<file path="config.mk">
export PLATFORM = sky130hd
export DESIGN_NAME = tlv_datagram_parser_xor_check_unit
export DESIGN_NICKNAME = d
export VERILOG_FILES = /design/src/sv/tlvdp_pkg.sv /design/src/sv/tlvdp_parser.sv /design/src/sv/tlvdp_rec_fifo.sv /design/src/sv/tlv_datagram_parser_xor_check_unit.sv
export SDC_FILE = /design/constraint.sdc
export NUM_CORES = 2
export LEC_CHECK = 0
export BUFFER_PORTS_ARGS = -buffer_cell sky130_fd_sc_hd__buf_2
export CAP_MARGIN = 10
export CORE_UTILIZATION = 50
export DETAILED_ROUTE_END_ITERATION = 10
export MAX_ROUTING_LAYER = met4
export PLACE_DENSITY = 0.67
export SETUP_SLACK_MARGIN = 0.02
export SLEW_MARGIN = 20
export SYNTH_ARGS = -nofsm -noshare
export SYNTH_HDL_FRONTEND = slang
export SYNTH_HIERARCHICAL = 1
export SYNTH_SLANG_ARGS = --single-unit
</file>
<file path="constraint.sdc">
create_clock -name clk -period 20.4 [get_ports clk]
set_input_delay 0 -clock clk [delete_from_list [all_inputs] [get_ports clk]]
set_output_delay 0 -clock clk [all_outputs]
set_load 0.05 [all_outputs]
</file>
<file path="src/sv/tlvdp_pkg.sv">
// Shared types and constants of the TLV datagram parser with XOR check.
// Used by the parser, the record queue and the top level; depends on nothing.
package tlvdp_pkg;

  localparam int unsigned FIFO_DEPTH = 4;
  localparam int unsigned PTR_W      = $clog2(FIFO_DEPTH);
  localparam int unsigned CNT_W      = PTR_W + 1;
  localparam int unsigned CFG_IDX_W  = 3;

  // Record kinds.
  localparam logic [2:0] KIND_HEADER = 3'd0;
  localparam logic [2:0] KIND_U8     = 3'd1;
  localparam logic [2:0] KIND_U16    = 3'd2;
  localparam logic [2:0] KIND_U32    = 3'd3;
  localparam logic [2:0] KIND_SSTART = 3'd4;
  localparam logic [2:0] KIND_SCHAR  = 3'd5;
  localparam logic [2:0] KIND_END    = 3'd6;

  // End record status codes.
  localparam logic [1:0] STAT_OK        = 2'd0;
  localparam logic [1:0] STAT_CHECKSUM  = 2'd1;
  localparam logic [1:0] STAT_MALFORMED = 2'd2;

  // Configuration register indexes.
  localparam logic [CFG_IDX_W-1:0] REG_CODE_STRING  = 3'd0;
  localparam logic [CFG_IDX_W-1:0] REG_CODE_U16     = 3'd1;
  localparam logic [CFG_IDX_W-1:0] REG_CODE_U32     = 3'd2;
  localparam logic [CFG_IDX_W-1:0] REG_CODE_U8      = 3'd3;
  localparam logic [CFG_IDX_W-1:0] REG_CHECK_TARGET = 3'd4;

  typedef struct packed {
    logic [7:0] code_string;
    logic [7:0] code_u16;
    logic [7:0] code_u32;
    logic [7:0] code_u8;
    logic [7:0] check_target;
  } cfg_t;

  typedef struct packed {
    logic [2:0]  record_kind;
    logic [7:0]  version;
    logic [7:0]  flags;
    logic [7:0]  xor_field;
    logic [7:0]  trans_id;
    logic [31:0] user_id;
    logic [31:0] key_word;
    logic [15:0] function_code;
    logic [15:0] add_len;
    logic [7:0]  attr_id;
    logic [31:0] param_value;
    logic [1:0]  status;
  } rec_t;

  // Records produced by one accepted byte: count is 0, 1 or 2, in order rec0, rec1.
  typedef struct packed {
    logic [1:0] count;
    rec_t       rec0;
    rec_t       rec1;
  } push_t;

endpackage

</file>
<file path="src/sv/tlvdp_parser.sv">
// Byte parser: phase tracking, header assembly, parameter decode and XOR check.
// Depends on tlvdp_pkg.
module tlvdp_parser (
  input  logic           clk,
  input  logic           rst,
  input  logic           in_fire,
  input  logic [7:0]     data_byte,
  input  logic           last_byte,
  input  tlvdp_pkg::cfg_t  cfg,
  output tlvdp_pkg::push_t push
);
  import tlvdp_pkg::*;

  typedef enum logic [5:0] {
    PH_HEADER = 6'b000001,
    PH_ID     = 6'b000010,
    PH_TYPE   = 6'b000100,
    PH_VALUE  = 6'b001000,
    PH_SLEN   = 6'b010000,
    PH_SCHAR  = 6'b100000
  } phase_t;

  phase_t      phase, phase_next;
  logic [3:0]  byte_count, byte_count_next;
  logic [63:0] hs0, hs0_next;
  logic [63:0] hs1, hs1_next;
  logic [31:0] value_accum, value_accum_next;
  logic [15:0] string_left, string_left_next;
  logic [7:0]  current_id, current_id_next;
  logic [2:0]  current_kind, current_kind_next;
  logic [7:0]  xor_accum, xor_accum_next;
  logic        error_seen, error_seen_next;

  rec_t main_rec;
  logic main_valid;
  rec_t end_rec;

  always_comb begin
    phase_next        = phase;
    byte_count_next   = byte_count;
    hs0_next          = hs0;
    hs1_next          = hs1;
    value_accum_next  = value_accum;
    string_left_next  = string_left;
    current_id_next   = current_id;
    current_kind_next = current_kind;
    error_seen_next   = error_seen;
    xor_accum_next    = xor_accum ^ data_byte;
    main_rec          = '0;
    main_valid        = 1'b0;

    case (phase)
      PH_HEADER: begin
        if (!byte_count[3]) begin
          hs0_next = {hs0[55:0], data_byte};
        end else begin
          hs1_next = {hs1[55:0], data_byte};
        end
        if (byte_count == 4'd15) begin
          main_valid             = 1'b1;
          main_rec.record_kind   = KIND_HEADER;
          main_rec.version       = hs0_next[63:56];
          main_rec.flags         = hs0_next[55:48];
          main_rec.xor_field     = hs0_next[47:40];
          main_rec.trans_id      = hs0_next[39:32];
          main_rec.user_id       = hs0_next[31:0];
          main_rec.key_word      = hs1_next[63:32];
          main_rec.function_code = hs1_next[31:16];
          main_rec.add_len       = hs1_next[15:0];
          byte_count_next        = 4'd0;
          phase_next             = PH_ID;
        end else begin
          byte_count_next = byte_count + 4'd1;
        end
      end
      PH_TYPE: begin
        value_accum_next = '0;
        // First match wins when several codes are equal.
        if (data_byte == cfg.code_string) begin
          current_kind_next = KIND_SSTART;
          byte_count_next   = 4'd2;
          phase_next        = PH_SLEN;
        end else if (data_byte == cfg.code_u16) begin
          current_kind_next = KIND_U16;
          byte_count_next   = 4'd2;
          phase_next        = PH_VALUE;
        end else if (data_byte == cfg.code_u32) begin
          current_kind_next = KIND_U32;
          byte_count_next   = 4'd4;
          phase_next        = PH_VALUE;
        end else if (data_byte == cfg.code_u8) begin
          current_kind_next = KIND_U8;
          byte_count_next   = 4'd1;
          phase_next        = PH_VALUE;
        end else begin
          error_seen_next = 1'b1;
          phase_next      = PH_ID;
        end
      end
      PH_VALUE: begin
        value_accum_next = {value_accum[23:0], data_byte};
        byte_count_next  = byte_count - 4'd1;
        if (byte_count_next == 4'd0) begin
          main_valid           = 1'b1;
          main_rec.record_kind = current_kind;
          main_rec.attr_id     = current_id;
          main_rec.param_value = value_accum_next;
          phase_next           = PH_ID;
        end
      end
      PH_SLEN: begin
        value_accum_next = {16'd0, value_accum[7:0], data_byte};
        byte_count_next  = byte_count - 4'd1;
        if (byte_count_next == 4'd0) begin
          main_valid           = 1'b1;
          main_rec.record_kind = KIND_SSTART;
          main_rec.attr_id     = current_id;
          main_rec.param_value = value_accum_next;
          string_left_next     = value_accum_next[15:0];
          phase_next           = (value_accum_next[15:0] == 16'd0) ? PH_ID : PH_SCHAR;
        end
      end
      PH_SCHAR: begin
        main_valid           = 1'b1;
        main_rec.record_kind = KIND_SCHAR;
        main_rec.attr_id     = current_id;
        main_rec.param_value = {24'd0, data_byte};
        string_left_next     = string_left - 16'd1;
        if (string_left_next == 16'd0) begin
          phase_next = PH_ID;
        end
      end
      default: begin
        current_id_next = data_byte;
        phase_next      = PH_TYPE;
      end
    endcase

    // End record; checksum failure takes priority over malformed.
    end_rec             = '0;
    end_rec.record_kind = KIND_END;
    if (xor_accum_next != cfg.check_target) begin
      end_rec.status = STAT_CHECKSUM;
    end else if (error_seen_next || (phase_next != PH_ID)) begin
      end_rec.status = STAT_MALFORMED;
    end else begin
      end_rec.status = STAT_OK;
    end

    push = '0;
    if (in_fire) begin
      if (last_byte) begin
        push.count = {1'b0, main_valid} + 2'd1;
        push.rec0  = main_valid ? main_rec : end_rec;
        push.rec1  = end_rec;
      end else begin
        push.count = {1'b0, main_valid};
        push.rec0  = main_rec;
      end
    end

    // A finished datagram returns the parser to its reset state.
    if (last_byte) begin
      phase_next        = PH_HEADER;
      byte_count_next   = '0;
      hs0_next          = '0;
      hs1_next          = '0;
      value_accum_next  = '0;
      string_left_next  = '0;
      current_id_next   = '0;
      current_kind_next = '0;
      xor_accum_next    = '0;
      error_seen_next   = 1'b0;
    end
  end

  always_ff @(posedge clk) begin
    if (rst) begin
      phase        <= PH_HEADER;
      byte_count   <= '0;
      hs0          <= '0;
      hs1          <= '0;
      value_accum  <= '0;
      string_left  <= '0;
      current_id   <= '0;
      current_kind <= '0;
      xor_accum    <= '0;
      error_seen   <= 1'b0;
    end else if (in_fire) begin
      phase        <= phase_next;
      byte_count   <= byte_count_next;
      hs0          <= hs0_next;
      hs1          <= hs1_next;
      value_accum  <= value_accum_next;
      string_left  <= string_left_next;
      current_id   <= current_id_next;
      current_kind <= current_kind_next;
      xor_accum    <= xor_accum_next;
      error_seen   <= error_seen_next;
    end
  end

endmodule

</file>
<file path="src/sv/tlvdp_rec_fifo.sv">
// Small record queue between the parser and the output channel; takes up to
// two records per cycle, hands out one on out_ready. Uses tlvdp_pkg.
module tlvdp_rec_fifo (
  input  logic             clk,
  input  logic             rst,
  input  tlvdp_pkg::push_t push,
  output logic             room,
  output logic             out_valid,
  input  logic             out_ready,
  output tlvdp_pkg::rec_t  head
);
  import tlvdp_pkg::*;

  rec_t             mem [FIFO_DEPTH];
  logic [PTR_W-1:0] wr_ptr;
  logic [PTR_W-1:0] rd_ptr;
  logic [CNT_W-1:0] count;
  logic             pop;

  assign pop       = out_valid && out_ready;
  assign out_valid = (count != '0);
  assign head      = mem[rd_ptr];
  // Room for two records, the most one byte can produce.
  assign room      = (count <= CNT_W'(FIFO_DEPTH - 2));

  always_ff @(posedge clk) begin
    if (push.count != 2'd0) begin
      mem[wr_ptr] <= push.rec0;
    end
    if (push.count == 2'd2) begin
      mem[wr_ptr + PTR_W'(1)] <= push.rec1;
    end
  end

  always_ff @(posedge clk) begin
    if (rst) begin
      wr_ptr <= '0;
      rd_ptr <= '0;
      count  <= '0;
    end else begin
      wr_ptr <= wr_ptr + PTR_W'(push.count);
      if (pop) begin
        rd_ptr <= rd_ptr + PTR_W'(1);
      end
      count <= count + CNT_W'(push.count) - CNT_W'(pop);
    end
  end

endmodule

</file>
<file path="src/sv/tlv_datagram_parser_xor_check_unit.sv">
// Top level of the TLV datagram parser with XOR check: configuration registers,
// byte parser and record queue. Depends on tlvdp_pkg, tlvdp_parser, tlvdp_rec_fifo.
//
// Usage:
//   Input channel (in_valid/in_ready, data_byte, last_byte) carries one datagram
//   byte per transaction, last_byte marking the final byte. Output channel
//   (out_valid/out_ready plus the record fields) carries one record per
//   transaction: a header record after byte 16, parameter, string start and
//   string character records, and an end record with a status after the last
//   byte. Fields that do not belong to a record's kind read as zero.
//   A record produced by an accepted byte is registered into the record queue
//   and offered on the output once the records ahead of it have left. The
//   input takes one byte per cycle while in_ready is high; a last byte that
//   also yields a header, parameter or string record gives two records.
//   in_ready is low while the four-entry record queue holds three or more
//   records, so a stalled receiver stops the input once three records wait;
//   a last byte taken with two records queued can fill all four entries.
//   Configuration writes (cfg_write, cfg_index, cfg_data) take effect at the
//   next edge and should only happen while the block is idle. Synchronous
//   reset restores the default codes and target and empties the queue.
module tlv_datagram_parser_xor_check_unit (
  input  logic        clk,
  input  logic        rst,
  input  logic        cfg_write,
  input  logic [2:0]  cfg_index,
  input  logic [7:0]  cfg_data,
  input  logic        in_valid,
  output logic        in_ready,
  input  logic [7:0]  data_byte,
  input  logic        last_byte,
  output logic        out_valid,
  input  logic        out_ready,
  output logic [2:0]  record_kind,
  output logic [7:0]  version,
  output logic [7:0]  flags,
  output logic [7:0]  xor_field,
  output logic [7:0]  trans_id,
  output logic [31:0] user_id,
  output logic [31:0] key_word,
  output logic [15:0] function_code,
  output logic [15:0] add_len,
  output logic [7:0]  attr_id,
  output logic [31:0] param_value,
  output logic [1:0]  status
);
  import tlvdp_pkg::*;

  cfg_t  cfg;
  push_t push;
  rec_t  head;
  logic  in_fire;

  assign in_fire = in_valid && in_ready;

  // Configuration registers; writes to unused indexes are ignored.
  always_ff @(posedge clk) begin
    if (rst) begin
      cfg.code_string  <= 8'd0;
      cfg.code_u16     <= 8'd1;
      cfg.code_u32     <= 8'd2;
      cfg.code_u8      <= 8'd3;
      cfg.check_target <= 8'd17;
    end else if (cfg_write) begin
      case (cfg_index)
        REG_CODE_STRING:  cfg.code_string  <= cfg_data;
        REG_CODE_U16:     cfg.code_u16     <= cfg_data;
        REG_CODE_U32:     cfg.code_u32     <= cfg_data;
        REG_CODE_U8:      cfg.code_u8      <= cfg_data;
        REG_CHECK_TARGET: cfg.check_target <= cfg_data;
        default: ;
      endcase
    end
  end

  // Per-byte parse: updates the datagram state and produces up to two records.
  tlvdp_parser u_parser (
    .clk       (clk),
    .rst       (rst),
    .in_fire   (in_fire),
    .data_byte (data_byte),
    .last_byte (last_byte),
    .cfg       (cfg),
    .push      (push)
  );

  // Record queue feeding the output channel.
  tlvdp_rec_fifo u_fifo (
    .clk       (clk),
    .rst       (rst),
    .push      (push),
    .room      (in_ready),
    .out_valid (out_valid),
    .out_ready (out_ready),
    .head      (head)
  );

  assign record_kind   = head.record_kind;
  assign version       = head.version;
  assign flags         = head.flags;
  assign xor_field     = head.xor_field;
  assign trans_id      = head.trans_id;
  assign user_id       = head.user_id;
  assign key_word      = head.key_word;
  assign function_code = head.function_code;
  assign add_len       = head.add_len;
  assign attr_id       = head.attr_id;
  assign param_value   = head.param_value;
  assign status        = head.status;

`ifndef SYNTHESIS
  // The queue is empty right after reset.
  a_empty_after_reset: assert property (@(posedge clk) disable iff (rst)
    $past(rst) |-> !out_valid)
    else $error("record offered right after reset");

  // Only end records carry a nonzero status.
  a_status_on_end: assert property (@(posedge clk) disable iff (rst)
    (out_valid && (record_kind != KIND_END)) |-> (status == STAT_OK))
    else $error("status set on a record that is not an end record");

  // A last byte always leaves at least one record queued at the next cycle.
  a_last_gives_record: assert property (@(posedge clk) disable iff (rst)
    (in_valid && in_ready && last_byte) |=> out_valid)
    else $error("no record after the last byte of a datagram");

  // A byte taken by the parser produces at most two records.
  a_push_fits: assert property (@(posedge clk) disable iff (rst)
    (in_valid && in_ready) |-> (push.count != 2'd3))
    else $error("parser produced an impossible record count");
`endif

endmodule
</file>
Word-level counts from Yosys, hierarchy flattened:

Memory sizes are Yosys's and may differ from the RTL's. A register that Yosys moved wholly into a read port is not among the register bits.
Index checks and enable logic that the tools add are counted.

* flip-flop bits (word level): 245
* memory bits (writable): 692
* input bits: 25
* output and inout port bits: 175
* word-level logic and storage cells: 145
* memories: 1

Memory list
* u_fifo.mem: words 4, width 173, rd ports 1, clocked after Yosys merged registers in 1, write ports 2, line tlvdp_rec_fifo.sv:14 `rec_t mem [FIFO_DEPTH];`

* $add $sub $neg: 9
* order comparisons: 1
* equality and inequality tests: 20
* multiplexer cells: 67
* bitwise gates (word level): 1
* reduce and logical (&&, ||, !) cells: 28

Operators with widths (number)
* $mux W64: 6
* $mux W348: 1
* $mux W173: 2
* $mux W128: 2
* $mux W175: 1
* $pmux W40 S3: 1
* $mux W40: 2
* $pmux W24 S3: 1
* $mux W6: 9
* $eq A8 B8 Y1: 4
* $logic_not A16 Y1: 2
* $mux W16: 2
* $pmux W16 S2: 1
* $pmux W6 S5: 1
* $mux W4: 7
* $mux W24: 1
* $mux W3: 8
* $mux W8: 3
* $reduce_and A2 Y1: 8
* $sub A16 B1 Y16 const B: 1
* $mux W1: 12
* $ne A6 B2 Y1 const B: 2
* $pmux W3 S4: 1
* $pmux W4 S3: 1
* 35 further kinds: 47

Logic depth before layout (Yosys ltp):

* depth after elaboration: 16
* gate-level depth with buffers: 16
* gate-level depth less buffers: 14

By module:

The synthesis kept the hierarchy.

By module, submodules not included
* tlvdp_rec_fifo: times used 1, cells an instance 1722, area an instance 33938.8 um^2, sequential area each 20960.1 um^2
* tlvdp_parser: times used 1, cells an instance 1507, area an instance 12244.2 um^2, sequential area each 3963.8 um^2
* tlv_datagram_parser_xor_check_unit: times used 1, cells an instance 149, area an instance 1627.8 um^2, sequential area each 800.8 um^2

Worst setup path before layout:

Ideal clock, no wire load.

* path kind: register to register
* from: register u_parser.byte_count[0]
* to: memory u_fifo/mem[0][0] in the netlist's numbering (enable)
* library setup time: 0.958 ns
* arrival time: 15.129 ns
* required time: 19.442 ns
* slack: 4.313 ns
* stages on the path, launching flop included: 13
* buffers on the path: 1
* period minus slack after synthesis: 16.087 ns
* cells stage by stage: dfxtp_1 inv_1 ha_1 nand2_1 o21ai_2 a32oi_4 nor2_1 clkbuf_1 or3_4 ha_1 and2_1 nor2_1 o31ai_1

RTL lines
* start: declaration: line tlvdp_parser.sv:24 `logic [3:0] byte_count, byte_count_next;`
* start signal: assignment: line tlvdp_parser.sv:191 `byte_count <= byte_count_next;`
* end: declaration: line tlvdp_rec_fifo.sv:14

==> results.sh <==
export IMPL_vias=28000
export IMPL_slew_viol_final=0
export IMPL_synth_cell_type_count=93
export IMPL_yosysSeqAreaShare=0.538
export IMPL_clock_root_buffer="clkbuf_16"
export IMPL_placed_area_um2=48600
export IMPL_grt_util_met2=0.380
export IMPL_antenna_found_initial=6
export IMPL_fin_crit_ns=6.36
export IMPL_synthTopCellsByArea="edfxtp_1, mux2_2, dfxtp_1"
export IMPL_finalWeightedCongestion=0.820
export IMPL_fill_cells=7728
export IMPL_sw_frac_of_total=0.316
export IMPL_ys_seq_elements=939
export IMPL_busiest_layer="met2"
export IMPL_grt_pass1_vias=28300
export IMPL_totalWireLength_mm=112
export IMPL_syn_instance_count=3378
export IMPL_switchingPower_mw=1.64
export IMPL_max_freq_ghz=0.157
export IMPL_setup_tns_ns=0
export IMPL_dpl_hpwl_mm=60.8
export IMPL_period_share=0.312
export IMPL_tritoncts="done"
export IMPL_critPathCapture="u_fifo/mem[2][20]"
export IMPL_layout_drive_gt1_share=0.347
export IMPL_cp_start_kind="register"
export IMPL_portBuffers=199
export IMPL_critPathCaptureType="register"
export IMPL_drc=0
export IMPL_relSlewSlack=0.251
export IMPL_rsz0062_at_grt="false"
export IMPL_pwr_share_seq=0.413
export IMPL_ios=200
export IMPL_r2r_slack_ns=14.04
export IMPL_synth_edff_count=692
export IMPL_numCtsBuffers=102
export IMPL_r2r_end="u_fifo/mem[2][20]"
export IMPL_grt_ovfl_total=0
export IMPL_cp_startpoint="u_parser/byte_count[3]"
export IMPL_cts_setup_buffers=0
export IMPL_ant_nets=0
export IMPL_finalClockSkew_ns=0.0260
export IMPL_r2r_cells=10
export IMPL_dieHeight_um=311
export IMPL_async_flop_share=0
export IMPL_maxCapViolCount=0
export IMPL_setup_viol=0
export IMPL_worstSkewPairLatency_ns=0.68
export IMPL_nets=3526
export IMPL_drt_iter0_markers=2063
export IMPL_rows=113
export IMPL_synthFlopType="edfxtp_1"
export IMPL_setup_slack_ns=14.04
export IMPL_yosys_warnings=6
export IMPL_final_area_um2=52400
export IMPL_ir_drop_v=0.000100
export IMPL_clk_pin_slew_ns=0.06
export IMPL_multiInputGateArea_um2=19900
export IMPL_timing_rr_start="u_parser/byte_count[3]"
export IMPL_post_synth_top_area_cell="edfxtp_1"
export IMPL_wl_per_cell_um=23.0
export IMPL_via_per_inst=5.77
export IMPL_p_leak_nw=18.8
export IMPL_initial_core_util=0.504
export IMPL_worst_slew_pin_slew_ns=1.12
export IMPL_power_internal_mw=3.56
export IMPL_syn_to_final_growth_pct=9.59
export IMPL_grt_met3_usage=0.0305
export IMPL_yosys_top_cells_count="edfxtp_1, mux2_2, nor2_1"
export IMPL_synth_top_area_share=0.435
export IMPL_hp_class="in -> reg"
export IMPL_htreeDepth=3
export IMPL_syn_cell_area_um2=47800
export IMPL_required_ns=20.69
export IMPL_combPwrFrac=0.222
export IMPL_die_w_um=311
export IMPL_grt_max_degree=141
export IMPL_total_power_mw=5.20
export IMPL_crit_type="reg -> reg"
export IMPL_register_area_um2=25700
export IMPL_cts_path_max_buffers=3
export IMPL_cp_arrival_ns=6.65
export IMPL_avgSynthCellArea_um2=14.2
export IMPL_dp_slack_ns=13.98
export IMPL_grt_usage=0.235
export IMPL_die_area_um2=96900
export IMPL_use_met1=0.313
export IMPL_hold_viol=0
export IMPL_first_pass_iters=7
export IMPL_status="completed"
export IMPL_p_per_area_nw_per_um2=99.2
export IMPL_coreArea_um2=94900
export IMPL_crit_fanout=55
export IMPL_grt_pass1_wl_mm=171
export IMPL_clkPwrFrac=0.365
export IMPL_yosysMostFrequentCell="edfxtp_1"
export IMPL_clock_sinks=939
-- routing by layer --
metal / part of all wire / wire length (um)
met1: 0.44 / 49300
met2: 0.49 / 54800
met3: 0.048 / 5390
met4: 0.020 / 2180
met5: 0 / 0
-- worst min-delay path by stage --
stage | startpoint | end | depth (start not counted)
floorplan | cfg_data[4] | cfg[4] | 2
global placement | cfg_data[4] | cfg[4] | 3
detailed placement | cfg_data[4] | cfg[4] | 3
CTS | in_valid | u_parser/string_left[6] | 5
global route | cfg_data[4] | cfg[4] | 4
finish | in_valid | u_parser/string_left[6] | 5
-- cell usage in the layout (no fill, tap or decap), types with 18 or more instances in the layout --
| cell type | count |
|---|---|
| nand2_1 | 38 |
| xor2_1 | 18 |
| conb_1 | 169 |
| mux2i_1 | 174 |
| dfxtp_1 | 244 |
| and2_1 | 35 |
| clkbuf_16 | 106 |
| edfxtp_1 | 692 |
| o21ai_0 | 28 |
| clkinv_2 | 26 |
| nand2b_1 | 43 |
| clkbuf_8 | 21 |
| a21oi_1 | 33 |
| mux4_2 | 173 |
| nor2_1 | 358 |
| buf_4 | 26 |
| mux2_1 | 79 |
| buf_2 | 198 |
| dlygate4sd3_1 | 25 |
| mux2_2 | 617 |
| xnor2_1 | 40 |
| a22oi_1 | 161 |
-- power groups by stage --
stage                     Sequential (mW)  Clock, mW  Combinational [mW]
final                                2.15       1.90                1.15
after global routing                 2.15       2.01                1.20
after CTS                            2.15       1.94                1.16
after detailed placement             2.19          0                1.16
after global placement               2.19          0                1.16
after floorplan                      2.19          0               0.914
-- worst max-delay path, cell delays in order (launching register included) --
cell and delay [ns]:
dfxtp_4 0.81, inv_1 0.34, a32oi_4 0.47, nor2_1 0.30, or3_4 0.42, ha_1 0.28
and2_1 0.27, and4bb_4 0.92, o21bai_4 0.60, buf_4 0.63, buf_4 0.81
-- timing repair --
action | 4_1_cts | 5_1_grt
hold buffers | 25 | 0
gates resized for setup | 0 | 0
endpoints found under the hold margin | 141 | 0
-- logic make-up (layout without fill, tap and decap cells) --
| kind of cell | count (synthesis) | in the layout | share of synthesized area |
|---|---|---|---|
| multiplexers | 1043 | 1043 | 0.282 |
| flip-flops | 939 | 939 | 0.538 |
| AND/OR/NAND/NOR | 604 | 604 | 0.0615 |
| buffers and inverters | 435 | 469 | 0.0604 |
| AO/OA/AOI/OAI | 285 | 285 | 0.0435 |
| XOR/XNOR | 60 | 60 | 0.0116 |
| adder cells (fa/ha/maj) | 11 | 11 | 0.00304 |
| other | 1 | 172 | 0.0000784 |
-- metrics by stage --
step                cells   util  hold WS [ns]
floorplan            3546      -         0.161
global placement     4626  0.513         0.282
detailed placement   4626  0.513         0.289
CTS                  4845  0.552         0.106
global route         4848  0.552         0.162
finish               4848  0.552         0.152
-- final cells by class --
| class | count | area share |
|---|---|---|
| Antenna cell | 3 | 0.000143 |
| Clock buffer | 141 | 0.0571 |
| Clock inverter | 53 | 0.00965 |
| Inverter | 17 | 0.00122 |
| Multi-Input combinational cell | 2172 | 0.380 |
| Sequential cell | 939 | 0.491 |
| Tap cell | 1265 | 0.0302 |
| Timing Repair Buffer | 258 | 0.0307 |
-- sequential cells by signal (all words and copies together), names as in the netlist, named ones only --
signal                 cells
u_fifo/mem               692
u_parser/hs0              64
u_parser/hs1              64
cfg                       40
u_parser/value_accum      24
u_parser/string_left      16
u_parser/current_id        8
u_parser/xor_accum         8
u_parser/phase             6
u_parser/byte_count        4
u_fifo/count               3
u_parser/current_kind      3
u_fifo/rd_ptr              2
u_fifo/wr_ptr              2
u_parser/error_seen        1
No activity file was read; power rests on OpenSTA's default activity.
